===== src/hdl/cnsr_pkg.sv =====
`timescale 1ns / 1ps
// cnsr_pkg: shared types and constants of the CAN node service responder.
// No dependencies; imported by every module of the block.
package cnsr_pkg;

   localparam int unsigned ID_W   = 29;
   localparam int unsigned LEN_W  = 4;
   localparam int unsigned DATA_W = 64;
   localparam int unsigned NODE_W = 7;
   localparam int unsigned TID_W  = 5;
   localparam int unsigned TICK_W = 10;
   localparam int unsigned UP_W   = 32;
   localparam int unsigned TYPE_W = 16;
   localparam int unsigned NAME_W = 56;
   localparam int unsigned SVC_W  = 10;

   localparam logic [7:0]        TAIL_BASE        = 8'hC0;
   localparam logic [TICK_W-1:0] TICKS_PER_SECOND = 10'd1000;
   localparam logic [SVC_W-1:0]  INFO_SERVICE     = 10'd1;
   localparam logic [ID_W-1:0]   SERVICE_FLAG     = 29'h0000080;
   localparam logic [ID_W-1:0]   REQUEST_FLAG     = 29'h0008000;
   localparam logic [ID_W-1:0]   INFO_SERVICE_ID  = 29'h0010000;
   localparam logic [LEN_W-1:0]  FULL_LEN         = 4'd8;
   localparam logic [LEN_W-1:0]  ONE_BYTE_LEN     = 4'd1;

   localparam logic [NODE_W-1:0] OWN_NODE_RESET    = 7'd19;
   localparam logic [TYPE_W-1:0] STATUS_TYPE_RESET = 16'd341;
   localparam logic [NAME_W-1:0] DEVICE_NAME_RESET = 56'd32216116658531430;

   typedef enum logic [1:0] {
      CMD_FRAME   = 2'd0,
      CMD_TICK    = 2'd1,
      CMD_REQUEST = 2'd2,
      CMD_NONE    = 2'd3
   } cmd_type;

   typedef enum logic [1:0] {
      CSR_OWN_NODE    = 2'd0,
      CSR_STATUS_TYPE = 2'd1,
      CSR_DEVICE_NAME = 2'd2,
      CSR_UNUSED      = 2'd3
   } csr_index_type;

   typedef enum logic [1:0] {
      OP_REPLY   = 2'd0,
      OP_STATUS  = 2'd1,
      OP_REQUEST = 2'd2,
      OP_PASS    = 2'd3
   } op_type;

   localparam logic KIND_TX   = 1'b0;
   localparam logic KIND_HOST = 1'b1;

   // one queued job between front and back
   typedef struct packed {
      op_type              op;
      logic [NODE_W-1:0]   node;     // requester or target
      logic [TID_W-1:0]    tid;
      logic [ID_W-1:0]     id;       // passed frame id
      logic [LEN_W-1:0]    len;
      logic [DATA_W-1:0]   data;     // passed payload, or uptime in low bits
      logic [NODE_W-1:0]   remote;
   } job_type;

endpackage


===== src/hdl/cnsr_front.sv =====
`timescale 1ns / 1ps
// cnsr_front: accepts transactions, decodes frames, keeps tick/uptime/transfer ID
// and remote node state, and pushes jobs to the queue. Depends on cnsr_pkg.
module cnsr_front import cnsr_pkg::*; (
   input  logic              clock,
   input  logic              reset,
   input  logic              req_valid,
   input  logic [1:0]        req_cmd,
   input  logic [ID_W-1:0]   req_frame_id,
   input  logic [LEN_W-1:0]  req_frame_len,
   input  logic [DATA_W-1:0] req_frame_data,
   input  logic [NODE_W-1:0] req_target_node,
   input  logic              q_full,
   input  logic [NODE_W-1:0] own_node,
   input  logic [TYPE_W-1:0] status_type,
   output logic              push,
   output job_type           push_job
);

   logic [TICK_W-1:0] tick_ff, tick_in;
   logic [UP_W-1:0]   uptime_ff, uptime_in;
   logic [TID_W-1:0]  tid_ff, tid_in;
   logic [NODE_W-1:0] detected_ff, detected_in;

   logic              accept;
   logic              tid_adv;
   logic [TICK_W-1:0] tick_next;
   logic [2:0]        byte_idx;
   logic [DATA_W-1:0] shifted;
   logic [TID_W-1:0]  rx_tid;
   logic              is_reply;
   cmd_type           cmd;

   assign accept   = req_valid && !q_full;
   assign cmd      = cmd_type'(req_cmd);
   assign tick_next = tick_ff + 10'd1;
   assign byte_idx = req_frame_len[3] ? 3'd7 : 3'(req_frame_len[2:0] - 3'd1);
   assign shifted  = req_frame_data >> {byte_idx, 3'b000};
   assign rx_tid   = (req_frame_len == '0) ? '0 : shifted[TID_W-1:0];
   assign is_reply = req_frame_id[7] && (req_frame_id[25:16] == INFO_SERVICE)
                     && req_frame_id[15] && (req_frame_id[14:8] == own_node);

   always_comb begin
      tick_in     = tick_ff;
      uptime_in   = uptime_ff;
      tid_in      = tid_ff;
      detected_in = detected_ff;
      push        = 1'b0;
      tid_adv     = 1'b0;
      push_job.op     = OP_PASS;
      push_job.node   = req_target_node;
      push_job.tid    = tid_ff;
      push_job.id     = req_frame_id;
      push_job.len    = req_frame_len;
      push_job.data   = req_frame_data;
      push_job.remote = detected_ff;
      unique case (cmd)
         CMD_FRAME: begin
            if (req_frame_id[7]) begin
               push_job.op   = OP_REPLY;
               push_job.node = req_frame_id[6:0];
               push_job.tid  = rx_tid;
               push          = accept && is_reply;
            end else if (req_frame_id[23:8] == status_type) begin
               if (accept && (req_frame_id[6:0] != own_node)) begin
                  detected_in = req_frame_id[6:0];
               end
            end else begin
               push = accept;
            end
         end
         CMD_TICK: begin
            push_job.op = OP_STATUS;
            if (accept) begin
               if (tick_next >= TICKS_PER_SECOND) begin
                  tick_in   = '0;
                  uptime_in = uptime_ff + 32'd1;
                  push      = 1'b1;
                  tid_adv   = 1'b1;
               end else begin
                  tick_in = tick_next;
               end
            end
            push_job.data = {32'd0, uptime_in};
         end
         CMD_REQUEST: begin
            push_job.op = OP_REQUEST;
            push        = accept;
            tid_adv     = accept;
         end
         CMD_NONE: begin
         end
         default: begin
         end
      endcase
      if (tid_adv) begin
         tid_in = tid_ff + 5'd1;
      end
   end

   always_ff @(posedge clock) begin
      if (reset) begin
         tick_ff     <= '0;
         uptime_ff   <= '0;
         tid_ff      <= '0;
         detected_ff <= '0;
      end else begin
         tick_ff     <= tick_in;
         uptime_ff   <= uptime_in;
         tid_ff      <= tid_in;
         detected_ff <= detected_in;
      end
   end

   a_tick_range: assert property (@(posedge clock) disable iff (reset)
      tick_ff < TICKS_PER_SECOND)
      else $error("tick count out of range");

   a_tid_step: assert property (@(posedge clock) disable iff (reset)
      tid_adv |=> tid_ff == $past(tid_ff) + 5'd1)
      else $error("transfer ID did not advance");

   a_tid_hold: assert property (@(posedge clock) disable iff (reset)
      !tid_adv |=> $stable(tid_ff))
      else $error("transfer ID moved without a sent frame");

   a_uptime: assert property (@(posedge clock) disable iff (reset)
      !$stable(uptime_ff) |-> (tick_ff == '0))
      else $error("uptime changed away from a second boundary");

endmodule


===== src/hdl/cnsr_queue.sv =====
`timescale 1ns / 1ps
// cnsr_queue: two-entry job queue between decode and frame build.
// Depends on cnsr_pkg.
module cnsr_queue import cnsr_pkg::*; (
   input  logic    clock,
   input  logic    reset,
   input  logic    push,
   input  job_type push_job,
   input  logic    pop,
   output logic    full,
   output logic    not_empty,
   output job_type head
);

   job_type    mem_ff [2];
   logic       wr_ptr_ff, wr_ptr_in;
   logic       rd_ptr_ff, rd_ptr_in;
   logic [1:0] count_ff, count_in;
   logic       do_push, do_pop;

   assign full      = (count_ff == 2'd2);
   assign not_empty = (count_ff != 2'd0);
   assign do_push   = push && !full;
   assign do_pop    = pop && not_empty;
   assign head      = mem_ff[rd_ptr_ff];

   always_comb begin
      wr_ptr_in = do_push ? !wr_ptr_ff : wr_ptr_ff;
      rd_ptr_in = do_pop ? !rd_ptr_ff : rd_ptr_ff;
      count_in  = count_ff + 2'(do_push) - 2'(do_pop);
   end

   always_ff @(posedge clock) begin
      if (do_push) begin
         mem_ff[wr_ptr_ff] <= push_job;
      end
   end

   always_ff @(posedge clock) begin
      if (reset) begin
         wr_ptr_ff <= 1'b0;
         rd_ptr_ff <= 1'b0;
         count_ff  <= '0;
      end else begin
         wr_ptr_ff <= wr_ptr_in;
         rd_ptr_ff <= rd_ptr_in;
         count_ff  <= count_in;
      end
   end

   a_count: assert property (@(posedge clock) disable iff (reset)
      (count_ff <= 2'd2) && ((count_ff == 2'd1) == (wr_ptr_ff != rd_ptr_ff)))
      else $error("queue pointers and count disagree");

endmodule


===== src/hdl/cnsr_back.sv =====
`timescale 1ns / 1ps
// cnsr_back: builds result frames from queued jobs into the output register.
// Depends on cnsr_pkg.
module cnsr_back import cnsr_pkg::*; (
   input  logic              clock,
   input  logic              reset,
   input  logic              q_not_empty,
   input  job_type           head,
   output logic              pop,
   input  logic [NODE_W-1:0] own_node,
   input  logic [TYPE_W-1:0] status_type,
   input  logic [NAME_W-1:0] device_name,
   output logic              rsp_valid,
   input  logic              rsp_stall,
   output logic              rsp_kind,
   output logic [ID_W-1:0]   rsp_out_id,
   output logic [LEN_W-1:0]  rsp_out_len,
   output logic [DATA_W-1:0] rsp_out_data,
   output logic [NODE_W-1:0] rsp_remote_node
);

   logic              valid_ff, valid_in;
   logic              kind_ff, kind_in;
   logic [ID_W-1:0]   id_ff, id_in;
   logic [LEN_W-1:0]  len_ff, len_in;
   logic [DATA_W-1:0] data_ff, data_in;
   logic [NODE_W-1:0] remote_ff, remote_in;
   logic [7:0]        tail;
   logic [ID_W-1:0]   own_id;

   assign pop    = q_not_empty && (!valid_ff || !rsp_stall);
   assign tail   = TAIL_BASE | {3'b000, head.tid};
   assign own_id = ID_W'(own_node);

   always_comb begin
      valid_in  = valid_ff && rsp_stall;
      kind_in   = KIND_TX;
      id_in     = head.id;
      len_in    = head.len;
      data_in   = head.data;
      remote_in = head.remote;
      if (pop) begin
         valid_in = 1'b1;
      end
      unique case (head.op)
         OP_REPLY: begin
            id_in   = INFO_SERVICE_ID | (ID_W'(head.node) << 8) | SERVICE_FLAG | own_id;
            len_in  = FULL_LEN;
            data_in = {tail, device_name};
         end
         OP_STATUS: begin
            id_in   = {5'd0, status_type, 1'b0, own_node};
            len_in  = FULL_LEN;
            data_in = {tail, 24'd0, head.data[UP_W-1:0]};
         end
         OP_REQUEST: begin
            id_in   = INFO_SERVICE_ID | REQUEST_FLAG | (ID_W'(head.node) << 8)
                      | SERVICE_FLAG | own_id;
            len_in  = ONE_BYTE_LEN;
            data_in = {56'd0, tail};
         end
         OP_PASS: begin
            kind_in = KIND_HOST;
         end
         default: begin
         end
      endcase
   end

   always_ff @(posedge clock) begin
      if (reset) begin
         valid_ff <= 1'b0;
      end else begin
         valid_ff <= valid_in;
      end
   end

   always_ff @(posedge clock) begin
      if (pop) begin
         kind_ff   <= kind_in;
         id_ff     <= id_in;
         len_ff    <= len_in;
         data_ff   <= data_in;
         remote_ff <= remote_in;
      end
   end

   assign rsp_valid       = valid_ff;
   assign rsp_kind        = kind_ff;
   assign rsp_out_id      = id_ff;
   assign rsp_out_len     = len_ff;
   assign rsp_out_data    = data_ff;
   assign rsp_remote_node = remote_ff;

endmodule


===== src/hdl/can_node_service_responder_unit.sv =====
`timescale 1ns / 1ps
// can_node_service_responder_unit: top level, configuration registers and wiring.
// Depends on cnsr_pkg, cnsr_front, cnsr_queue and cnsr_back.
//
// Usage:
//   req_*  : one transaction per command: a received 29-bit frame, a millisecond
//            tick or a request to send an info request to req_target_node.
//   rsp_*  : zero or one result per command, in command order: a frame to
//            transmit (kind 0) or a received frame for the host (kind 1).
//   csr_*  : register writes (own node, status type, device name); always ready,
//            to be written only while the block is idle.
// A result passes through a queue entry and then the output register before
// it is valid on rsp_*.
// Throughput: one command per cycle while req_stall is low; decode feeds a
// two-entry queue, and frame build loads the output register from its head.
// Reset: counters, transfer ID and remote node clear; registers take their
// default values; queue and output empty.
// When rsp_stall is held the output register holds its transaction, the queue
// fills and then req_stall rises until the output drains.
module can_node_service_responder_unit import cnsr_pkg::*; (
   input  logic              clock,
   input  logic              reset,
   input  logic              req_valid,
   output logic              req_stall,
   input  logic [1:0]        req_cmd,
   input  logic [ID_W-1:0]   req_frame_id,
   input  logic [LEN_W-1:0]  req_frame_len,
   input  logic [DATA_W-1:0] req_frame_data,
   input  logic [NODE_W-1:0] req_target_node,
   output logic              rsp_valid,
   input  logic              rsp_stall,
   output logic              rsp_kind,
   output logic [ID_W-1:0]   rsp_out_id,
   output logic [LEN_W-1:0]  rsp_out_len,
   output logic [DATA_W-1:0] rsp_out_data,
   output logic [NODE_W-1:0] rsp_remote_node,
   input  logic              csr_valid,
   output logic              csr_ready,
   input  logic [1:0]        csr_index,
   input  logic [NAME_W-1:0] csr_data
);

   logic [NODE_W-1:0] own_node_ff, own_node_in;
   logic [TYPE_W-1:0] status_type_ff, status_type_in;
   logic [NAME_W-1:0] device_name_ff, device_name_in;

   logic    q_full, q_not_empty, push, pop;
   job_type push_job, head;

   assign csr_ready = 1'b1;
   assign req_stall = q_full;

   always_comb begin
      own_node_in    = own_node_ff;
      status_type_in = status_type_ff;
      device_name_in = device_name_ff;
      if (csr_valid && csr_ready) begin
         unique case (csr_index_type'(csr_index))
            CSR_OWN_NODE:    own_node_in    = csr_data[NODE_W-1:0];
            CSR_STATUS_TYPE: status_type_in = csr_data[TYPE_W-1:0];
            CSR_DEVICE_NAME: device_name_in = csr_data;
            CSR_UNUSED: begin
            end
            default: begin
            end
         endcase
      end
   end

   always_ff @(posedge clock) begin
      if (reset) begin
         own_node_ff    <= OWN_NODE_RESET;
         status_type_ff <= STATUS_TYPE_RESET;
         device_name_ff <= DEVICE_NAME_RESET;
      end else begin
         own_node_ff    <= own_node_in;
         status_type_ff <= status_type_in;
         device_name_ff <= device_name_in;
      end
   end

   cnsr_front u_front (
      .clock           (clock),
      .reset           (reset),
      .req_valid       (req_valid),
      .req_cmd         (req_cmd),
      .req_frame_id    (req_frame_id),
      .req_frame_len   (req_frame_len),
      .req_frame_data  (req_frame_data),
      .req_target_node (req_target_node),
      .q_full          (q_full),
      .own_node        (own_node_ff),
      .status_type     (status_type_ff),
      .push            (push),
      .push_job        (push_job)
   );

   cnsr_queue u_queue (
      .clock     (clock),
      .reset     (reset),
      .push      (push),
      .push_job  (push_job),
      .pop       (pop),
      .full      (q_full),
      .not_empty (q_not_empty),
      .head      (head)
   );

   cnsr_back u_back (
      .clock           (clock),
      .reset           (reset),
      .q_not_empty     (q_not_empty),
      .head            (head),
      .pop             (pop),
      .own_node        (own_node_ff),
      .status_type     (status_type_ff),
      .device_name     (device_name_ff),
      .rsp_valid       (rsp_valid),
      .rsp_stall       (rsp_stall),
      .rsp_kind        (rsp_kind),
      .rsp_out_id      (rsp_out_id),
      .rsp_out_len     (rsp_out_len),
      .rsp_out_data    (rsp_out_data),
      .rsp_remote_node (rsp_remote_node)
   );

   a_pop_source: assert property (@(posedge clock) disable iff (reset)
      pop |-> q_not_empty)
      else $error("output loaded from an empty queue");

endmodule

===== config.mk =====
export PLATFORM = sky130hd
export DESIGN_NAME = can_node_service_responder_unit
export DESIGN_NICKNAME = d
export VERILOG_FILES = /design/src/hdl/cnsr_pkg.sv /design/src/hdl/cnsr_front.sv /design/src/hdl/cnsr_queue.sv /design/src/hdl/cnsr_back.sv /design/src/hdl/can_node_service_responder_unit.sv
export SDC_FILE = /design/constraint.sdc
export NUM_CORES = 1
export LEC_CHECK = 0
export BUFFER_PORTS_ARGS = -buffer_cell sky130_fd_sc_hd__buf_2
export CAP_MARGIN = 20
export CORE_ASPECT_RATIO = 0.8
export CORE_UTILIZATION = 45
export CTS_CLUSTER_SIZE = 20
export DETAILED_ROUTE_END_ITERATION = 6
export MAX_ROUTING_LAYER = met4
export PLACE_DENSITY_LB_ADDON = 0.3
export SLEW_MARGIN = 20
export SYNTH_ARGS = -nofsm -noshare
export SYNTH_HDL_FRONTEND = slang
export SYNTH_SLANG_ARGS = --single-unit

===== constraint.sdc =====
create_clock -name clock -period 21.4 [get_ports clock]
set_input_delay 5.35 -clock clock [delete_from_list [all_inputs] [get_ports clock]]
set_output_delay 5.35 -clock clock [all_outputs]
set_load 0.005 [all_outputs]

## Yosys cells after proc, flatten, opt, wreduce, memory -nomap -nowiden

Memories as Yosys holds them, arrays and structs flattened. A register that Yosys moved wholly into a read port is not among the register bits.
Cells that the tools add are included.

| word-level totals | value |
|---|---|
| register bits | 243 |
| bits in writable memories | 236 |
| output and inout bits | 108 |
| memories kept | 1 |

Memory list:

| memory | depth | width | rd ports | clocked after memory_dff | wr ports | line | RTL |
|---|---|---|---|---|---|---|---|
| u_queue.mem_ff | 2 | 118 | 1 | 1 | 1 | cnsr_queue.sv:15 | `job_type mem_ff [2];` |

| cells by class | value |
|---|---|
| add/subtract/negate cells | 6 |
| order comparisons | 1 |
| equality and inequality tests | 12 |
| shift-type cells | 1 |
| mux-type cells | 24 |
| bitwise logic cells | 3 |
| reduce and logical (&&, ||, !) cells | 27 |

Operators by type and width:

| kind | count |
|---|---|
| 64-bit one-hot mux with 3 select lines | 1 |
| 29-bit one-hot mux with 3 select lines | 1 |
| 32-bit two-way mux | 2 |
| 64-bit two-way mux | 1 |
| 64-bit by 6-bit >> shifter with 5-bit output | 1 |
| 17-bit by 7-bit OR with 17-bit output | 2 |
| 32-bit by 1-bit adder with 32-bit output (second input constant) | 1 |
| 16-bit == test | 1 |
| 14-bit two-way mux | 1 |
| 12-bit two-way mux | 1 |
| 10-bit by 1-bit adder with 10-bit output (second input constant) | 1 |
| 10-bit by 1-bit == test with 1-bit output (second input constant) | 1 |
| 2-bit == test (second input constant) | 5 |
| 10-bit greater-or-equal comparator (second input constant) | 1 |
| 1-bit logical AND | 10 |
| 1-bit two-way mux | 10 |
| 10-bit two-way mux | 1 |
| 4-bit one-hot mux with 2 select lines | 1 |
| 2-bit AND reduction | 4 |
| 7-bit == test | 1 |
| 7-bit inequality test | 1 |
| 2-bit by 1-bit == test with 1-bit output (second input constant) | 3 |
| 2-bit logical NOT | 3 |
| 2-bit one-hot mux with 3 select lines | 1 |
| 15 further kinds | 19 |

## Logic depth before layout (Yosys ltp)

| depth | value |
|---|---|
| depth after elaboration | 10 |
| gate-level depth with buffers | 12 |
| depth with buffers taken out | 12 |

## By module

Synthesis repeated with hierarchy kept, for this count alone.

| unflattened totals | value |
|---|---|
| cell total of the unflattened synthesis | 1703 |
| area total of the unflattened synthesis | 21649.5 um^2 |

By module, submodules not included:

| module | times used | cells each | area each (um^2) | seq. area each (um^2) |
|---|---|---|---|---|
| cnsr_queue | 1 | 393 | 8813.5 | 7186.9 |
| cnsr_front | 1 | 701 | 5138.7 | 1081.0 |
| cnsr_back | 1 | 273 | 4372.9 | 3173.0 |
| can_node_service_responder_unit | 1 | 336 | 3324.4 | 1581.5 |

## Worst setup path after synthesis

OpenSTA, ideal clock, no wires.

| path | value |
|---|---|
| path type | in2reg |
| start point | in req_frame_id[20] |
| end point | mem u_queue.mem_ff[0][0] (netlist bit) (enable) |
| library setup time | 0.597 ns |
| arrival | 11.840 ns |
| required time | 20.803 ns |
| path slack | 8.963 ns |
| stages | 6 |
| buffers on the path | 0 |
| cells stage by stage | or4_1 or4_1 nor4_1 a221o_2 o21ai_0 nor2_1 |

| between the ends | value |
|---|---|
| cells in the longest elaborated chain, start to end | 10 |
| elaborated cells on any way between the ends | 12 |
| classes of those cells | 2 x eq/ne; 5 x mux; 5 x reduce/logical |

Ends and longest elaborated chain:

| element | line | RTL |
|---|---|---|
| start, declared | can_node_service_responder_unit.sv:26 | `input logic [ID_W-1:0] req_frame_id,` |
| 10-bit by 1-bit == test with 1-bit output | cnsr_front.sv:40 | `assign is_reply = req_frame_id[7] && (req_frame_id[25:16] == INFO_SERVICE)` |
| 1-bit logical AND | cnsr_front.sv:40 |  |
| 1-bit logical AND (2 in series) | cnsr_front.sv:41 | `&& req_frame_id[15] && (req_frame_id[14:8] == own_node);` |
| 1-bit logical AND | cnsr_front.sv:63 | `push = accept && is_reply;` |
| 1-bit two-way mux (*) | cnsr_front.sv:59 | `if (req_frame_id[7]) begin` |
| 1-bit one-hot mux with 3 select lines (*) | cnsr_front.sv:57 | `unique case (cmd)` |
| 1-bit logical AND (*) | cnsr_queue.sv:23 | `assign do_push = push && !full;` |
| 1-bit two-way mux (*) | cnsr_queue.sv:34 | `if (do_push) begin` |
| 1-bit two-way mux (not written as such) (*) | cnsr_queue.sv:35 | `mem_ff[wr_ptr_ff] <= push_job;` |
| end, declared | cnsr_queue.sv:15 |  |

Every way passes the cells marked *; elsewhere a longest branch is shown, timed or not.

## Final worst setup path

| path | value |
|---|---|
| start point | in req_cmd[1] |
| end point | mem u_queue.mem_ff[1][80] (netlist bit) (enable) |

| between the ends | value |
|---|---|
| cells in the longest elaborated chain, start to end | 5 |
| elaborated cells on any way between the ends | 7 |
| classes of those cells | 2 x eq/ne; 3 x mux; 2 x reduce/logical |

Ends and longest elaborated chain:

| element | line | RTL |
|---|---|---|
| start, declared | can_node_service_responder_unit.sv:25 | `input logic [1:0] req_cmd,` |
| 2-bit == test (tied with other cells) | cnsr_front.sv:57 |  |
| 1-bit one-hot mux with 3 select lines (*) | cnsr_front.sv:57 |  |
| 1-bit logical AND (*) | cnsr_queue.sv:23 |  |
| 1-bit two-way mux (*) | cnsr_queue.sv:34 |  |
| 1-bit two-way mux (not written as such) (*) | cnsr_queue.sv:35 |  |

Marks and branches as above.

==> metrics.yaml <==
status: "completed"
grt_first_pass_wirelength_um: 82570
regToRegStartpoint: "u_front.tick_ff[0]"
antenna_found_initial: 2
critPathLaunchType: "input pin"
drc_errors: 0
min_period_ps: 9092
drt-wirelength-per-cell_um: 21.04
cts_sinks: 480
place_congestion: 0.8745
initial_core_util: 0.4586
grt_util_all_layers: 0.2426
setup_violations: 0
synth-seq-cells: 480
grt_pass1_vias: 13943
via_per_inst: 5.668
r2r_slack_ps: 16510
cts_buffer_depth: 3
hold_viol_final: 0
postLayoutCoreUtil: 0.5351
vias: 14917
die-area_um2: 46340
syn_area_um2: 20470
rsz0062_at_grt: "false"
hold_class: "reg2reg"
clock_skew_ps: 22.28
cts_tree: "done"
ys_types: 61
synth_area_per_cell_um2: 11.64
slew_headroom: 0.3040
routed_wl_um: 55370
synth-edff-count: 341
path_class: "in2reg"
tns_ps: 0
hpwl_um: 36930
tightest_slew_ps: 1040
cp.arrival_ps: 9350
worstPathRequired_ps: 21660
r2r-end: "u_queue.mem_ff[1][80]"
final_layout_size_suffix_gt1_frac: 0.2038
syn_nets: 1939
io_buffers: 275
seq_area_frac_synth: 0.6363
drt_iter0_drc: 1337
die_x_um: 240.4
grt_max_degree: 96
h-tree-depth: 2
clock.fmax_mhz: 110.0
leakage_nw: 8.425
cts_resized: 0
placedCellCount: 2538
final_max_slew_viol_count: 0
endpoint: "u_queue.mem_ff[1][80]"
drv_cap: 0
coreArea_um2: 44630
final_cells: 2632
r2r_cells: 10
syn_to_final_growth_pct: 16.70
ys.flop_type: "edfxtp_1"
critPathMaxFanout: 45
async_reset_ff_frac: 0
cts_setup_buffers: 0
post-route-period-util: 0.4248
ctsHoldBuffers: 0
cts_made_buffers: 48
end_kind: "flop"
drt_first_pass_iters: 5
ios: 277
fp-row-count: 69
cts_root_buf: "clkbuf_16"
critPathLaunch: "req_cmd[1]"
synth_warnings: 0
globalRouteOverflowTotal: 0
finalNetCount: 2168
synthCells: 1758
clk_latency_ps: 580
cts.clk_slew.worst_paths_ps: 60
fp.dieH_um: 192.8
ant_nets: 0
ir_drop_mv: 0.06233
powerDensity_nw_per_um2: 107.0
critical path, stage by stage:
cell and delay (ps):
buf_2 120, inv_1 110, ha_1 170, nand2_1 450
or4_1 730, nor4_1 350, a221o_2 230, o21ai_0 270
nor2_4 160, buf_4 510, buf_4 540, buf_16 320
layout by cell type, fill, tap and decap left out, types with 13 or more instances in the layout:
cell,netlist,layout
nor2_1,93,89
a21oi_1,106,105
mux2_2,29,29
mux2i_1,86,86
nor2b_1,48,48
inv_1,20,20
clkbuf_16,0,48
xor2_1,24,24
a2111oi_0,14,14
nand2_1,259,258
nand3_1,28,28
buf_2,5,275
edfxtp_1,341,341
a31oi_1,15,15
or4_1,22,22
nand3b_1,38,38
buf_4,1,18
nand4_1,19,19
xnor2_1,28,28
o21ai_0,107,107
a22oi_1,15,15
o22ai_1,33,33
or3_1,35,35
o31ai_1,13,13
dfxtp_1,139,138
registers in the layout, summed over array words and instances, names as in the netlist, named ones only:
name	count
device_name_ff	56
own_node_ff	7
status_type_ff	16
u_back.rsp_kind	1
u_back.rsp_out_data	64
u_back.rsp_out_id	29
u_back.rsp_out_len	4
u_back.rsp_remote_node	7
u_back.rsp_valid	1
u_front.detected_ff	7
u_front.tick_ff	10
u_front.tid_ff	5
u_front.uptime_ff	32
u_queue.count_ff	2
u_queue.mem_ff	236
u_queue.rd_ptr_ff	1
u_queue.wr_ptr_ff	1
cells by family (layout without fill, tap and decap cells):
logic type                 count (synthesis)  in the layout  share of synthesized area
adders and majority gates                 12             12                   0.007336
muxes                                    115            115                    0.05801
and+or+nand+nor                          598            598                     0.1423
buffers and inverters                    138            406                    0.02580
AOI/OAI and AO/OA                        362            362                     0.1078
xor gates and xnor gates                  52             52                    0.02225
other                                      1              4                  0.0001832
DFF                                      480            480                     0.6363
worst min path at each step:
| stage | to | from | cells after the start |
|---|---|---|---|
| 6_report | device_name_ff[39] | device_name_ff[39] | 2 |
| 5_1_grt | device_name_ff[41] | device_name_ff[41] | 2 |
| 4_1_cts | device_name_ff[39] | device_name_ff[39] | 2 |
| 3_5_place_dp | u_queue.mem_ff[0][4] | u_front.detected_ff[4] | 0 |
| 3_3_place_gp | u_queue.mem_ff[0][6] | u_front.detected_ff[6] | 0 |
| 2_1_floorplan | u_queue.mem_ff[0][0] | u_front.detected_ff[0] | 0 |
through the flow:
step	worst slack (ps)	power (W)	hold WS, ps	cell area [um^2]
final	12310	0.002556	455.6	23880
after global routing	12070	0.002668	471.2	23880
after CTS	12130	0.002572	455.4	23830
after detailed placement	11540	0.001774	444.6	22350
after global placement	11580	0.001763	437.1	22340
after floorplan	8963	0.001538	425.3	20470
cell type report:
type	count	area, um^2
Multi-Input combinational cell	1140	6972
Tap cell	603	754.5
Inverter	21	78.83
Fill cell	3857	20750
Sequential cell	480	13030
Antenna cell	3	7.507
Clock buffer	60	1286
Clock inverter	29	193.9
Timing Repair Buffer	296	1565
Yosys cell counts, types with 13 or more instances:
library cell	instances	share of area
edfxtp_1	341	0.50
nand2_1	259	0.047
dfxtp_1	139	0.14
o21ai_0	107	0.026
a21oi_1	106	0.026
nor2_1	93	0.017
clkbuf_1	91	0.017
mux2i_1	86	0.042
nor2b_1	48	0.015
nand3b_1	38	0.014
or3_1	35	0.011
o22ai_1	33	0.010
mux2_2	29	0.016
nand3_1	28	0.0068
xnor2_1	28	0.012
xor2_1	24	0.010
or4_1	22	0.0081
buf_1	20	0.0037
inv_1	20	0.0037
nand4_1	19	0.0058
a22oi_1	15	0.0055
a31oi_1	15	0.0046
a2111oi_0	14	0.0060
o31ai_1	13	0.0048
where the power goes:
part	switching, W	leakage (nW)	internal, W	total [W]
logic	0.000315	3.40	0.000179	0.000494
clock network	0.000363	0.728	0.000441	0.000803
registers	0.0000602	4.30	0.00120	0.00126
total	0.000738	8.43	0.00182	0.00256
routing by layer:
layer / GRT usage / vias up / routed length (um)
met5: - / - / 0
met4: 0.05708 / 0 / 950
met3: 0.03619 / 73 / 3622
met2: 0.3611 / 514 / 25350
met1: 0.3490 / 7374 / 25450
li1: - / 6956 / -
Power figures use the tool's default switching activity.
